### config.mk
export PLATFORM = sky130hd
export DESIGN_NAME = reorg_gather_index_core_flat
export DESIGN_NICKNAME = d
export VERILOG_FILES = /design/src/rgi_pkg.sv /design/src/rgi_ifs.sv /design/src/reorg_gather_index_core.sv /design/src/flat_wrapper.sv
export SDC_FILE = /design/constraint.sdc
export NUM_CORES = 2
export LEC_CHECK = 0
export BUFFER_PORTS_ARGS = -buffer_cell sky130_fd_sc_hd__buf_2
export CORE_UTILIZATION = 26
export DETAILED_ROUTE_END_ITERATION = 8
export GPL_ROUTABILITY_DRIVEN = 0
export PLACE_DENSITY = 0.38
export SYNTH_ARGS = -nofsm -noshare
export SYNTH_HDL_FRONTEND = slang
export SYNTH_SLANG_ARGS = --single-unit
### constraint.sdc
create_clock -name clk -period 28.9 [get_ports clk]
set_input_delay 5.78 -clock clk [delete_from_list [all_inputs] [get_ports clk]]
set_output_delay 5.78 -clock clk [all_outputs]
set_load 0.005 [all_outputs]
### src/rgi_pkg.sv
// Shared widths, register index codes and configuration limits of the reorg gather index generator.
package rgi_pkg;

	// Field widths of a request and a response
	localparam int BATCH_W = 4;
	localparam int CHAN_W  = 10;
	localparam int ROW_W   = 8;
	localparam int COL_W   = 8;
	localparam int IDX_W   = 30;

	// Configuration register widths
	localparam int BCNT_W   = 5;
	localparam int CCNT_W   = 11;
	localparam int RCNT_W   = 9;
	localparam int WCNT_W   = 9;
	localparam int STRIDE_W = 5;

	// Configuration port
	localparam int CFG_IDX_W  = 3;
	localparam int CFG_DATA_W = 11;

	localparam logic [CFG_IDX_W-1:0] REG_BATCH_COUNT   = 3'd0;
	localparam logic [CFG_IDX_W-1:0] REG_CHANNEL_COUNT = 3'd1;
	localparam logic [CFG_IDX_W-1:0] REG_ROW_COUNT     = 3'd2;
	localparam logic [CFG_IDX_W-1:0] REG_COL_COUNT     = 3'd3;
	localparam logic [CFG_IDX_W-1:0] REG_REORG_STRIDE  = 3'd4;

	// Legal limits of the configuration
	localparam int MAX_BATCH    = 16;
	localparam int MAX_CHANNELS = 1024;
	localparam int MAX_ROWS     = 256;
	localparam int MAX_COLS     = 256;
	localparam int STRIDE_LIMIT = 16;

endpackage

### src/rgi_ifs.sv
// Request and response channel interfaces of the reorg gather index generator.
interface rgi_req_if;
	logic                        valid;
	logic                        ready;
	logic [rgi_pkg::BATCH_W-1:0] batch_index;
	logic [rgi_pkg::CHAN_W-1:0]  chan_index;
	logic [rgi_pkg::ROW_W-1:0]   row_index;
	logic [rgi_pkg::COL_W-1:0]   col_index;

	modport source (output valid, batch_index, chan_index, row_index, col_index, input ready);
	modport sink (input valid, batch_index, chan_index, row_index, col_index, output ready);
endinterface

interface rgi_rsp_if;
	logic                      valid;
	logic                      ready;
	logic [rgi_pkg::IDX_W-1:0] dest_flat;
	logic [rgi_pkg::IDX_W-1:0] source_flat;
	logic                      bad_request;

	modport source (output valid, dest_flat, source_flat, bad_request, input ready);
	modport sink (input valid, dest_flat, source_flat, bad_request, output ready);
endinterface

### src/reorg_gather_index_core.sv
// Top level of the reorg gather index generator: config, derived terms and index pipeline.
//
// Usage
//   req carries one destination coordinate (batch, channel, row, column) per
//   transaction; rsp returns the flat destination index, the flat source index
//   to gather from, and bad_request. Both are valid/ready channels.
//   The config port writes one register per cycle with cfg_we high.
// Throughput
//   One request transaction per cycle is taken in steady state while rsp is
//   not stalled and no derivation pass runs. The seven-stage pipeline
//   holds two pipelined divider stages for c / q and one for k / s.
// Configuration
//   Every write, and reset, starts a derivation pass: a bit-serial divider
//   forms q = channel_count / stride^2 and the remainder check, then q and
//   the scaled source extents are latched. req.ready stays low during the
//   pass. Config writes are taken at any time.
// Reset and stall
//   Reset returns the registers to their defaults, empties the pipeline and
//   runs the derivation pass. A stalled rsp freezes all stages; nothing is
//   dropped or repeated, and req.ready falls while the output is held.
module reorg_gather_index_core (
	input  logic                             clk,
	input  logic                             arst_n,
	input  logic                             cfg_we,
	input  logic [rgi_pkg::CFG_IDX_W-1:0]    cfg_index,
	input  logic [rgi_pkg::CFG_DATA_W-1:0]   cfg_wdata,
	rgi_req_if.sink                          req,
	rgi_rsp_if.source                        rsp
);

	localparam int IW = rgi_pkg::IDX_W;
	localparam int QW = rgi_pkg::CCNT_W;                 // quotient q and its remainders
	localparam int SW = rgi_pkg::STRIDE_W;
	localparam int SQW = 2 * SW;                         // stride squared
	localparam int HSW = rgi_pkg::RCNT_W + SW;           // scaled extents
	localparam int CNTW = 4;
	localparam logic [CNTW-1:0] DIV_LAST = CNTW'(rgi_pkg::CCNT_W - 1);
	localparam int HALF = rgi_pkg::CHAN_W / 2;
	localparam int KW = 8;                               // sub-pixel offset bits used

	typedef enum logic [1:0] {ST_IDLE, ST_LOAD, ST_DIV, ST_DONE} cfg_state_t;

	// ---------------- configuration registers ----------------
	logic [rgi_pkg::BCNT_W-1:0]   batch_count_q;
	logic [rgi_pkg::CCNT_W-1:0]   channel_count_q;
	logic [rgi_pkg::RCNT_W-1:0]   row_count_q;
	logic [rgi_pkg::WCNT_W-1:0]   col_count_q;
	logic [SW-1:0]                reorg_stride_q;

	// Store register writes; unknown indexes are dropped
	always_ff @(posedge clk or negedge arst_n) begin
		if (!arst_n) begin
			batch_count_q   <= 5'd1;
			channel_count_q <= 11'd4;
			row_count_q     <= 9'd1;
			col_count_q     <= 9'd1;
			reorg_stride_q  <= 5'd2;
		end else if (cfg_we) begin
			unique case (cfg_index)
				rgi_pkg::REG_BATCH_COUNT:   batch_count_q   <= cfg_wdata[rgi_pkg::BCNT_W-1:0];
				rgi_pkg::REG_CHANNEL_COUNT: channel_count_q <= cfg_wdata[rgi_pkg::CCNT_W-1:0];
				rgi_pkg::REG_ROW_COUNT:     row_count_q     <= cfg_wdata[rgi_pkg::RCNT_W-1:0];
				rgi_pkg::REG_COL_COUNT:     col_count_q     <= cfg_wdata[rgi_pkg::WCNT_W-1:0];
				rgi_pkg::REG_REORG_STRIDE:  reorg_stride_q  <= cfg_wdata[SW-1:0];
				default: ;
			endcase
		end
	end

	// ---------------- derivation pass ----------------
	cfg_state_t          cfg_state_q;
	logic [SQW-1:0]      div_den_q;
	logic [SQW-1:0]      div_rem_q;
	logic [QW-1:0]       div_quo_q;
	logic [CNTW-1:0]     div_cnt_q;
	logic [QW-1:0]       q_q;
	logic [HSW-1:0]      rows_src_q;
	logic [HSW-1:0]      cols_src_q;
	logic                cfg_ok_q;

	logic [SQW-1:0]      sq_w;
	logic [SQW:0]        div_trial;
	logic                div_take;
	logic                counts_ok;

	assign sq_w      = SQW'(reorg_stride_q) * SQW'(reorg_stride_q);
	assign div_trial = {div_rem_q, div_quo_q[QW-1]};
	assign div_take  = div_trial >= {1'b0, div_den_q};
	assign counts_ok =
		(batch_count_q != '0) && (int'(batch_count_q) <= rgi_pkg::MAX_BATCH) &&
		(channel_count_q != '0) && (int'(channel_count_q) <= rgi_pkg::MAX_CHANNELS) &&
		(row_count_q != '0) && (int'(row_count_q) <= rgi_pkg::MAX_ROWS) &&
		(col_count_q != '0) && (int'(col_count_q) <= rgi_pkg::MAX_COLS) &&
		(reorg_stride_q != '0) && (int'(reorg_stride_q) <= rgi_pkg::STRIDE_LIMIT);

	// Divide channel_count by stride^2 one bit a cycle, then latch derived terms
	always_ff @(posedge clk or negedge arst_n) begin
		if (!arst_n) begin
			cfg_state_q <= ST_LOAD;
			div_den_q   <= '0;
			div_rem_q   <= '0;
			div_quo_q   <= '0;
			div_cnt_q   <= '0;
			q_q         <= '0;
			rows_src_q  <= '0;
			cols_src_q  <= '0;
			cfg_ok_q    <= 1'b0;
		end else if (cfg_we) begin
			cfg_state_q <= ST_LOAD;
		end else begin
			unique case (cfg_state_q)
				ST_IDLE: ;
				ST_LOAD: begin
					div_den_q   <= sq_w;
					div_rem_q   <= '0;
					div_quo_q   <= channel_count_q;
					div_cnt_q   <= '0;
					cfg_state_q <= ST_DIV;
				end
				ST_DIV: begin
					div_rem_q <= div_take ? SQW'(div_trial - {1'b0, div_den_q})
						: div_trial[SQW-1:0];
					div_quo_q <= {div_quo_q[QW-2:0], div_take};
					div_cnt_q <= div_cnt_q + 1'b1;
					if (div_cnt_q == DIV_LAST) begin
						cfg_state_q <= ST_DONE;
					end
				end
				ST_DONE: begin
					q_q         <= div_quo_q;
					rows_src_q  <= HSW'(row_count_q) * HSW'(reorg_stride_q);
					cols_src_q  <= HSW'(col_count_q) * HSW'(reorg_stride_q);
					cfg_ok_q    <= counts_ok && (div_rem_q == '0) && (div_quo_q != '0);
					cfg_state_q <= ST_IDLE;
				end
				default: cfg_state_q <= ST_LOAD;
			endcase
		end
	end

	// ---------------- index pipeline ----------------
	logic adv;
	logic take;
	logic v_s1, v_s2, v_s3, v_s4, v_s5, v_s6, v_s7;

	assign adv       = !v_s7 || rsp.ready;
	assign req.ready = adv && (cfg_state_q == ST_IDLE);
	assign take      = req.valid && req.ready;

	// Advance valid bits together with the data
	always_ff @(posedge clk or negedge arst_n) begin
		if (!arst_n) begin
			v_s1 <= 1'b0;
			v_s2 <= 1'b0;
			v_s3 <= 1'b0;
			v_s4 <= 1'b0;
			v_s5 <= 1'b0;
			v_s6 <= 1'b0;
			v_s7 <= 1'b0;
		end else if (adv) begin
			v_s1 <= take;
			v_s2 <= v_s1;
			v_s3 <= v_s2;
			v_s4 <= v_s3;
			v_s5 <= v_s4;
			v_s6 <= v_s5;
			v_s7 <= v_s6;
		end
	end

	// Stage 1: range check, b*C, upper half of c / q
	logic [rgi_pkg::BATCH_W-1:0] b_s1;
	logic [rgi_pkg::CHAN_W-1:0]  c_s1;
	logic [rgi_pkg::ROW_W-1:0]   r_s1, r_s2, r_s3;
	logic [rgi_pkg::COL_W-1:0]   w_s1, w_s2, w_s3, w_s4, w_s5;
	logic                        bad_s1, bad_s2, bad_s3, bad_s4, bad_s5, bad_s6;
	logic [15:0]                 bc_s1;
	logic [QW-1:0]               rem_s1;
	logic [HALF-1:0]             qhi_s1;

	logic [QW-1:0]   hi_rem;
	logic [HALF-1:0] hi_quo;
	logic [QW:0]     hi_trial;
	logic            bad_in;

	always_comb begin
		hi_rem   = '0;
		hi_quo   = '0;
		hi_trial = '0;
		for (int i = 0; i < HALF; i++) begin
			hi_trial = {hi_rem, req.chan_index[rgi_pkg::CHAN_W-1-i]};
			if (hi_trial >= {1'b0, q_q}) begin
				hi_rem = QW'(hi_trial - {1'b0, q_q});
				hi_quo[HALF-1-i] = 1'b1;
			end else begin
				hi_rem = hi_trial[QW-1:0];
			end
		end
	end

	assign bad_in = !cfg_ok_q ||
		({1'b0, req.batch_index} >= batch_count_q) ||
		({1'b0, req.chan_index} >= channel_count_q) ||
		({1'b0, req.row_index} >= row_count_q) ||
		({1'b0, req.col_index} >= col_count_q);

	always_ff @(posedge clk) begin
		if (adv) begin
			b_s1   <= req.batch_index;
			c_s1   <= req.chan_index;
			r_s1   <= req.row_index;
			w_s1   <= req.col_index;
			bad_s1 <= bad_in;
			bc_s1  <= 16'(req.batch_index) * 16'(channel_count_q);
			rem_s1 <= hi_rem;
			qhi_s1 <= hi_quo;
		end
	end

	// Stage 2: lower half of c / q, b*C + c, b*q
	logic [rgi_pkg::CHAN_W-1:0] k_s2;
	logic [QW-1:0]              srcc_s2;
	logic [15:0]                d1_s2;
	logic [15:0]                bq_s2;

	logic [QW-1:0]   lo_rem;
	logic [HALF-1:0] lo_quo;
	logic [QW:0]     lo_trial;

	always_comb begin
		lo_rem   = rem_s1;
		lo_quo   = '0;
		lo_trial = '0;
		for (int i = 0; i < HALF; i++) begin
			lo_trial = {lo_rem, c_s1[HALF-1-i]};
			if (lo_trial >= {1'b0, q_q}) begin
				lo_rem = QW'(lo_trial - {1'b0, q_q});
				lo_quo[HALF-1-i] = 1'b1;
			end else begin
				lo_rem = lo_trial[QW-1:0];
			end
		end
	end

	always_ff @(posedge clk) begin
		if (adv) begin
			k_s2    <= {qhi_s1, lo_quo};
			srcc_s2 <= lo_rem;
			d1_s2   <= 16'(bc_s1) + 16'(c_s1);
			bq_s2   <= 16'(b_s1) * 16'(q_q);
			r_s2    <= r_s1;
			w_s2    <= w_s1;
			bad_s2  <= bad_s1;
		end
	end

	// Stage 3: split k into row and column offsets, (b*C+c)*H, b*q + c mod q
	logic [KW-1:0] ky_s3;
	logic [SW-1:0] kx_s3;
	logic [24:0]   d2_s3;
	logic [15:0]   sc1_s3;

	logic [SW-1:0] k_rem;
	logic [KW-1:0] k_quo;
	logic [SW:0]   k_trial;

	always_comb begin
		k_rem   = '0;
		k_quo   = '0;
		k_trial = '0;
		for (int i = 0; i < KW; i++) begin
			k_trial = {k_rem, k_s2[KW-1-i]};
			if (k_trial >= {1'b0, reorg_stride_q}) begin
				k_rem = SW'(k_trial - {1'b0, reorg_stride_q});
				k_quo[KW-1-i] = 1'b1;
			end else begin
				k_rem = k_trial[SW-1:0];
			end
		end
	end

	always_ff @(posedge clk) begin
		if (adv) begin
			ky_s3  <= k_quo;
			kx_s3  <= k_rem;
			d2_s3  <= 25'(d1_s2) * 25'(row_count_q);
			sc1_s3 <= 16'(bq_s2) + 16'(srcc_s2);
			r_s3   <= r_s2;
			w_s3   <= w_s2;
			bad_s3 <= bad_s2;
		end
	end

	// Stage 4: + r, source row, times scaled rows
	logic [25:0]   d3_s4;
	logic [HSW-1:0] srow_s4;
	logic [IW-1:0] sc2_s4;
	logic [SW-1:0] kx_s4;

	always_ff @(posedge clk) begin
		if (adv) begin
			d3_s4   <= 26'(d2_s3) + 26'(r_s3);
			srow_s4 <= HSW'(r_s3) * HSW'(reorg_stride_q) + HSW'(ky_s3);
			sc2_s4  <= IW'(sc1_s3) * IW'(rows_src_q);
			kx_s4   <= kx_s3;
			w_s4    <= w_s3;
			bad_s4  <= bad_s3;
		end
	end

	// Stage 5: times W, + source row, source column
	logic [IW-1:0]  d4_s5;
	logic [IW-1:0]  sc3_s5;
	logic [HSW-1:0] scol_s5, scol_s6;

	always_ff @(posedge clk) begin
		if (adv) begin
			d4_s5   <= IW'(d3_s4) * IW'(col_count_q);
			sc3_s5  <= sc2_s4 + IW'(srow_s4);
			scol_s5 <= HSW'(w_s4) * HSW'(reorg_stride_q) + HSW'(kx_s4);
			w_s5    <= w_s4;
			bad_s5  <= bad_s4;
		end
	end

	// Stage 6: + w, times scaled columns
	logic [IW-1:0] d5_s6;
	logic [IW-1:0] sc4_s6;

	always_ff @(posedge clk) begin
		if (adv) begin
			d5_s6   <= d4_s5 + IW'(w_s5);
			sc4_s6  <= sc3_s5 * IW'(cols_src_q);
			scol_s6 <= scol_s5;
			bad_s6  <= bad_s5;
		end
	end

	// Stage 7: output register, zero the indices of a bad request
	logic [IW-1:0] dest_s7;
	logic [IW-1:0] src_s7;
	logic          bad_s7;

	always_ff @(posedge clk) begin
		if (adv) begin
			dest_s7 <= bad_s6 ? '0 : d5_s6;
			src_s7  <= bad_s6 ? '0 : sc4_s6 + IW'(scol_s6);
			bad_s7  <= bad_s6;
		end
	end

	assign rsp.valid       = v_s7;
	assign rsp.dest_flat   = dest_s7;
	assign rsp.source_flat = src_s7;
	assign rsp.bad_request = bad_s7;

	// ---------------- assertions ----------------
	a_cfg_blocks_req: assert property (@(posedge clk) disable iff (!arst_n)
		cfg_we |=> !req.ready)
		else $error("request taken right after a config write");

	a_bad_zero: assert property (@(posedge clk) disable iff (!arst_n)
		rsp.valid && rsp.bad_request |-> (rsp.dest_flat == '0) && (rsp.source_flat == '0))
		else $error("bad request carries nonzero indices");

	a_q_exact: assert property (@(posedge clk) disable iff (!arst_n)
		(cfg_state_q == ST_IDLE) && cfg_ok_q |->
		(({10'b0, q_q} * {11'b0, sq_w}) == {10'b0, channel_count_q}))
		else $error("derived channel quotient inconsistent");

	a_cmod_range: assert property (@(posedge clk) disable iff (!arst_n)
		v_s2 && !bad_s2 |-> srcc_s2 < q_q)
		else $error("source channel remainder out of range");

	a_subpix_range: assert property (@(posedge clk) disable iff (!arst_n)
		v_s3 && !bad_s3 |-> (kx_s3 < reorg_stride_q) && (ky_s3 < {3'b0, reorg_stride_q}))
		else $error("sub-pixel offset out of range");

endmodule

### src/flat_wrapper.sv
// flat-port wrapper written by rule: the top's interface ports become plain ports
module reorg_gather_index_core_flat 
  (clk, arst_n, cfg_we, cfg_index, cfg_wdata, req_valid, req_batch_index, req_chan_index, req_row_index, req_col_index, req_ready, rsp_valid, rsp_dest_flat, rsp_source_flat, rsp_bad_request, rsp_ready);
  rgi_req_if req_i ();
  rgi_rsp_if rsp_i ();
  input  logic clk;
  input  logic arst_n;
  input  logic cfg_we;
  input  logic [rgi_pkg::CFG_IDX_W-1:0] cfg_index;
  input  logic [rgi_pkg::CFG_DATA_W-1:0] cfg_wdata;
  input wire logic [$bits(req_i.valid)-1:0] req_valid;
  input wire logic [$bits(req_i.batch_index)-1:0] req_batch_index;
  input wire logic [$bits(req_i.chan_index)-1:0] req_chan_index;
  input wire logic [$bits(req_i.row_index)-1:0] req_row_index;
  input wire logic [$bits(req_i.col_index)-1:0] req_col_index;
  output wire logic [$bits(req_i.ready)-1:0] req_ready;
  output wire logic [$bits(rsp_i.valid)-1:0] rsp_valid;
  output wire logic [$bits(rsp_i.dest_flat)-1:0] rsp_dest_flat;
  output wire logic [$bits(rsp_i.source_flat)-1:0] rsp_source_flat;
  output wire logic [$bits(rsp_i.bad_request)-1:0] rsp_bad_request;
  input wire logic [$bits(rsp_i.ready)-1:0] rsp_ready;
  assign req_i.valid = req_valid;
  assign req_i.batch_index = req_batch_index;
  assign req_i.chan_index = req_chan_index;
  assign req_i.row_index = req_row_index;
  assign req_i.col_index = req_col_index;
  assign req_ready = req_i.ready;
  assign rsp_valid = rsp_i.valid;
  assign rsp_dest_flat = rsp_i.dest_flat;
  assign rsp_source_flat = rsp_i.source_flat;
  assign rsp_bad_request = rsp_i.bad_request;
  assign rsp_i.ready = rsp_ready;
  reorg_gather_index_core u_core (.clk(clk), .arst_n(arst_n), .cfg_we(cfg_we), .cfg_index(cfg_index), .cfg_wdata(cfg_wdata), .req(req_i), .rsp(rsp_i));
endmodule
Word-level counts from Yosys, hierarchy flattened:

Cells that the tools add are included.

* bits in registers: 624
* latch bits: 0
* bits in writable memories: 0
* memory bits (read-only): 0
* bits of input ports: 49
* output and inout bits: 63
* logic and storage cells: 219
* memories: 0

* add/subtract/negate cells: 28
* $mul: 11
* divide/modulo/power cells: 0
* magnitude comparators: 28
* equality and inequality tests: 9
* shifts and indexed selects: 0
* muxes and demuxes: 41
* bitwise logic cells: 1
* reduce and logical (&&, ||, !) cells: 40

Operators with widths (number)
* $mux W11: 10
* $ge A12 B11 Y1: 9
* $sub A11 B11 Y11: 9
* $add A30 B14 Y30: 2
* $ge A6 B5 Y1: 7
* $mux W5: 8
* $sub A5 B5 Y5: 7
* $add A30 B8 Y30: 1
* $mul A16 B14 Y30: 1
* $mul A26 B9 Y30: 1
* $mul A30 B14 Y30: 1
* $mul A4 B11 Y15: 2
* $mul A9 B5 Y14: 2
* $add A25 B8 Y26: 1
* $mul A8 B5 Y13: 2
* $mul A16 B9 Y25: 1
* $pmux W11 S2: 1
* $reduce_bool A11 Y1: 2
* $pmux W10 S2: 1
* $ge A8 B9 Y1: 2
* $le A9 B9 Y1 const B: 2
* $reduce_and A2 Y1: 9
* $reduce_bool A9 Y1: 2
* $add A15 B10 Y16: 1
* 37 further kinds: 74

Longest topological paths before layout:

* depth after elaboration: 16
* gate-level depth with buffers: 68
* mapped depth without buffers: 67

Least setup slack after synthesis:

Ideal clock, no wire load.

* kind: input port to output port
* start: input rsp_ready
* end: output req_ready
* data arrival time: 20.727 ns
* required time: 23.120 ns
* slack: 2.393 ns
* cell stages on the path: 3
* path buffers: 1
* path through: nand2b_1 clkbuf_1 and2_1

* longest elaborated chain between the ends: 2

RTL lines
* from (decl): RTL line flat_wrapper.sv:21 `input wire logic [$bits(rsp_i.ready)-1:0] rsp_ready;`
* $logic_or A1 B1 Y1: RTL line reorg_gather_index_core.sv:146 `assign adv = !v_s7 || rsp.ready;`
* named net u_core.adv: RTL line reorg_gather_index_core.sv:142 `logic adv;`
* $logic_and A1 B1 Y1: RTL line reorg_gather_index_core.sv:147 `assign req.ready = adv && (cfg_state_q == ST_IDLE);`
* to (decl): RTL line flat_wrapper.sv:16 `output wire logic [$bits(req_i.ready)-1:0] req_ready;`

The timed path passes the listed nets, and every way through them passes these cells.

Worst setup path after layout:

* start: input req_chan_index[9]
* end: register u_core.rem_s1[7] (data pin)

* longest elaborated chain between the ends: 10
* elaborated cells on any way between the ends: 15
* classes of those cells: 5 x add/sub; 5 x order compare; 5 x mux

RTL lines
* from (decl): RTL line flat_wrapper.sv:13 `input wire logic [$bits(req_i.chan_index)-1:0] req_chan_index;`
* $sub A1 B11 Y11 or $ge A1 B11 Y1 (tied branches): RTL line reorg_gather_index_core.sv:193, reorg_gather_index_core.sv:192
* $mux W11 *: RTL line reorg_gather_index_core.sv:192 `if (hi_trial >= {1'b0, q_q}) begin`
* $sub A11 B11 Y11 or $ge A12 B11 Y1 (tied branches): RTL line reorg_gather_index_core.sv:193, reorg_gather_index_core.sv:192
* $mux W11 *: RTL line reorg_gather_index_core.sv:192
* $sub A11 B11 Y11 or $ge A12 B11 Y1 (tied branches): RTL line reorg_gather_index_core.sv:193, reorg_gather_index_core.sv:192
* $mux W11 *: RTL line reorg_gather_index_core.sv:192
* $sub A11 B11 Y11 or $ge A12 B11 Y1 (tied branches): RTL line reorg_gather_index_core.sv:193, reorg_gather_index_core.sv:192
* $mux W11 *: RTL line reorg_gather_index_core.sv:192
* $sub A11 B11 Y11 or $ge A12 B11 Y1 (tied branches): RTL line reorg_gather_index_core.sv:193, reorg_gather_index_core.sv:192
* $mux W11 *: RTL line reorg_gather_index_core.sv:192
* named net u_core.hi_rem[7]: RTL line reorg_gather_index_core.sv:181 `logic [QW-1:0] hi_rem;`
* to (signal assigned): RTL line reorg_gather_index_core.sv:215 `rem_s1 <= hi_rem;`
* to (decl): RTL line reorg_gather_index_core.sv:178 `logic [QW-1:0] rem_s1;`

Mark *: on every way through the listed nets, which the timed path passes. The rest lies on a longest branch.
A chain may end at the register's enable or synchronous reset.

==> run_results.csv <==
group,metric,value,unit
status,status,"complete, no violations",
yosys,yosysWarningCount,0,
setup_path,cp_top_family,"compound AO/OA/AOI/OAI gates",
yosys,post_synth_num_cell_types,92,
run,drv_cap,0,
yosys,synth_area,67600,sq um
setup_path,critPathKind,"input pin to flop",
global_routing,antenna_found_initial,4,
route,drt_wl_total,175000,um
yosys,syn_inst,6814,
clock_tree,tritoncts,"built",
yosys,syn_area_per_cell,9.91,sq um
yosys,synth_edf_count,501,
setup_path,worst-path-buf-inv,6,
timing,worstMarginPinSlew,1.07,ns
route,wire_per_inst,17.1,um
timing,hold_viol_final,0,
yosys,synth_xor_xnor_area_share,4.99,%
global_routing,grtUsageMet3,1.77,%
min_path,hold_path_depth,0,
placement,place_inst,10100,
clock_tree,cts_sinks,623,
global_routing,busiest_layer,"met2",
min_path,hold_path_end,"u_core.r_s2[6]$_DFFE_PP_",
yosys,synthSimpleGateAreaFrac,15.1,%
clock_tree,htreeDepth,3,
yosys,ys_seq_elements,623,
timing,setup_viol,0,
clock_tree,cts_setup_buffers,0,
route,via_count,45800,
floorplan,die_w,512,um
setup_path,worst_r2r_startpoint,"u_core.reorg_stride_q[4]$_DFFE_PN0P_",
floorplan,ioPinCount,112,
yosys,synth_compound_gate_area_share,7.80,%
placement,hpwl,136000,um
yosys,ys.flop_type,"edfxtp_1",
yosys,yosysSeqAreaShare,26.8,%
setup_path,rr_endpoint,"u_core.kx_s3[2]$_DFFE_PP_",
route,detail-route-antenna-nets,0,
floorplan,dieArea,262000,sq um
setup_path,slowest_stage,"o41ai_1",
placement,port_buffers,111,
global_routing,globalRouteOverflowTotal,0,
global_routing,grt_usage,13.6,%
layout,areaGrowthSynthToFinish,10.4,%
layout,drive_above_1_share,6.13,%
floorplan,coreArea,258000,sq um
route,drc,0,
clock_tree,cts_buffers,83,
setup_path,slowest_delay,0.76,ns
yosys,syn_nets,8316,
yosys,synthMuxAreaShare,2.17,%
global_routing,met1_usage,19.0,%
min_path,hp-start,"u_core.r_s1[6]$_DFFE_PP_",
layout,layout.nets,8322,
route,drt_pass1_iterations,7,
global_routing,grt_pass1_wl,281000,um
timing,finalSetupTns,0,ns
global_routing,grt_use_met2,22.0,%
global_routing,grt_max_degree,167,
timing,fin_crit,17.83,ns
timing,fin_crit_sh,61.7,%
setup_path,r2r_slack,14.14,ns
setup_path,rr_worst_depth,65,
setup_path,crit_path_end_kind,"flop",
timing,rsz0062_at_grt,"false",
yosys,synthArstFlopShare,19.6,%
min_path,min_path_type,"flop to flop",
clock_tree,cts_hold_buf,0,
clock_tree,cts.repair.resized,0,
floorplan,start_util,26.2,%
setup_path,path_max_fanout,15,
yosys,synth_top_family_by_area,"adder cells",
timing,maxSlewViolCount,0,
yosys,synthAdderAreaFrac,36.1,%
layout,stdcell_count,10300,
clock_tree,clk_pin_slew,0.05,ns
route,drt-vias-per-instance,4.45,
setup_path,cp-start-kind,"input pin",
clock_tree,clk_latency,0.71,ns
timing,skew,0.0338,ns
clock_tree,cts_buffer_depth,3,
route,first_iter_violations,2216,
timing,clock.fmax,56.1,MHz
setup_path,cp.arrival,18.34,ns
clock_tree,cts_root_buf,"clkbuf_16",
setup_path,critPathRequiredTime,29.41,ns
global_routing,grt_pass1_vias,49000,
timing,maxSlewHeadroom,29.0,%
floorplan,rows,186,
floorplan,die_h,512,um
worst reg2reg max path, delay by kind of cell (launching register included):
kind | cells | cell delay (ns)
muxes | 4 | 1.62
buffers and inverters | 8 | 0.99
DFF | 1 | 0.36
AOI/OAI and AO/OA | 27 | 5.49
adders and majority gates | 7 | 2.51
and+or+nand+nor | 19 | 3.58
layout by cell type, fill, tap and decap left out, types with 42 or more instances in the layout:
cell,count
o21a_1,44
clkbuf_16,83
dfrtp_1,115
a21oi_1,225
buf_2,110
nor2b_1,99
edfxtp_1,501
fa_1,825
xor2_1,106
xnor2_1,279
a21o_1,98
nand4_1,46
nand2b_1,50
nor2_1,273
o21ai_0,237
buf_4,56
mux2i_1,46
and2_1,471
ha_1,628
o21bai_1,42
nor3_1,69
nand3_1,64
inv_1,999
nand2_1,931
mux2_2,85
synthesized netlist by cell type (24+ instances only):
master | count | area (sq um)
nand2b_1 | 52 | 325
ha_1 | 628 | 7860
mux2_2 | 85 | 957
dfrtp_1 | 116 | 2900
a21o_1 | 98 | 736
nor3_1 | 70 | 350
o21a_1 | 44 | 330
fa_1 | 825 | 16500
or3_1 | 32 | 200
o21bai_1 | 42 | 315
xor2_1 | 106 | 928
a21oi_1 | 225 | 1130
nand4_1 | 46 | 288
o21ai_0 | 237 | 1190
mux2i_1 | 46 | 460
nand3_1 | 64 | 320
inv_1 | 999 | 3750
nor2b_1 | 99 | 619
xnor2_1 | 279 | 2440
a21boi_0 | 30 | 225
and2_1 | 471 | 2950
and3_1 | 24 | 150
clkbuf_1 | 227 | 852
nand2_1 | 931 | 3490
edfxtp_1 | 501 | 15000
nor2_1 | 273 | 1020
stage by stage:
| step | area [sq um] | utilization [%] | hold WS, ns | setup slack [ns] |
|---|---|---|---|---|
| final | 74600 | 28.9 | 0.414 | 11.07 |
| after CTS | 74500 | 28.9 | 0.415 | 11.28 |
| after floorplan | 67600 | - | 0.400 | 2.39 |
| after global routing | 74500 | 28.9 | 0.417 | 10.14 |
| after detailed placement | 71900 | 27.9 | 0.405 | 10.59 |
| after global placement | 71900 | 27.9 | 0.402 | 10.61 |
logic make-up (layout without fill, tap and decap cells):
group,count (synthesis),in the layout
and+or+nand+nor,2129,2129
adders and majority gates,1453,1453
buffers and inverters,1255,1329
AOI/OAI and AO/OA,835,835
DFF,623,623
xor gates and xnor gates,385,385
muxes,134,134
other,0,4
metal layers:
| layer | vias to the layer above | part of all wire (%) | wire length, um |
|---|---|---|---|
| li1 | 22100 | - | - |
| met1 | 22900 | 50 | 87400 |
| met2 | 559 | 45 | 79300 |
| met3 | 172 | 2.9 | 5030 |
| met4 | 0 | 2.1 | 3650 |
| met5 | - | 0 | 0 |
sequential cells by signal (all words and copies together) (netlist names), 25 cells and up:
register,flops
u_core.sc3_s5,30
u_core.d2_s3,25
u_core.rsp.dest_flat,30
u_core.d5_s6,30
u_core.rsp.source_flat,30
u_core.d4_s5,30
u_core.d3_s4,26
u_core.sc4_s6,30
u_core.sc2_s4,30
area by class of cell:
class / instances / area (sq um)
Fill cell: 26900 / 183000
Multi-Input combinational cell: 4936 / 44700
Sequential cell: 623 / 18100
Tap cell: 3384 / 4230
Inverter: 1008 / 3790
Clock buffer: 107 / 2250
Timing Repair Buffer: 168 / 1000
Clock inverter: 46 / 428
Antenna cell: 4 / 10.0
worst max path at each step:
stage | from | end | slack, ns | cells past startpoint
floorplan | rsp_ready | req_ready | 2.39 | 3
global placement | req_chan_index[9] | u_core.rem_s1[5]$_DFFE_PP_ | 10.61 | 46
detailed placement | req_chan_index[9] | u_core.rem_s1[7]$_DFFE_PP_ | 10.59 | 45
CTS | req_chan_index[9] | u_core.rem_s1[7]$_DFFE_PP_ | 11.28 | 47
global route | req_chan_index[9] | u_core.rem_s1[7]$_DFFE_PP_ | 10.14 | 47
finish | req_chan_index[9] | u_core.rem_s1[7]$_DFFE_PP_ | 11.07 | 45
Power is left out: the tool's default activity adds up to more than one toggle a clock period on the data nets, which glitch-free logic cannot reach.
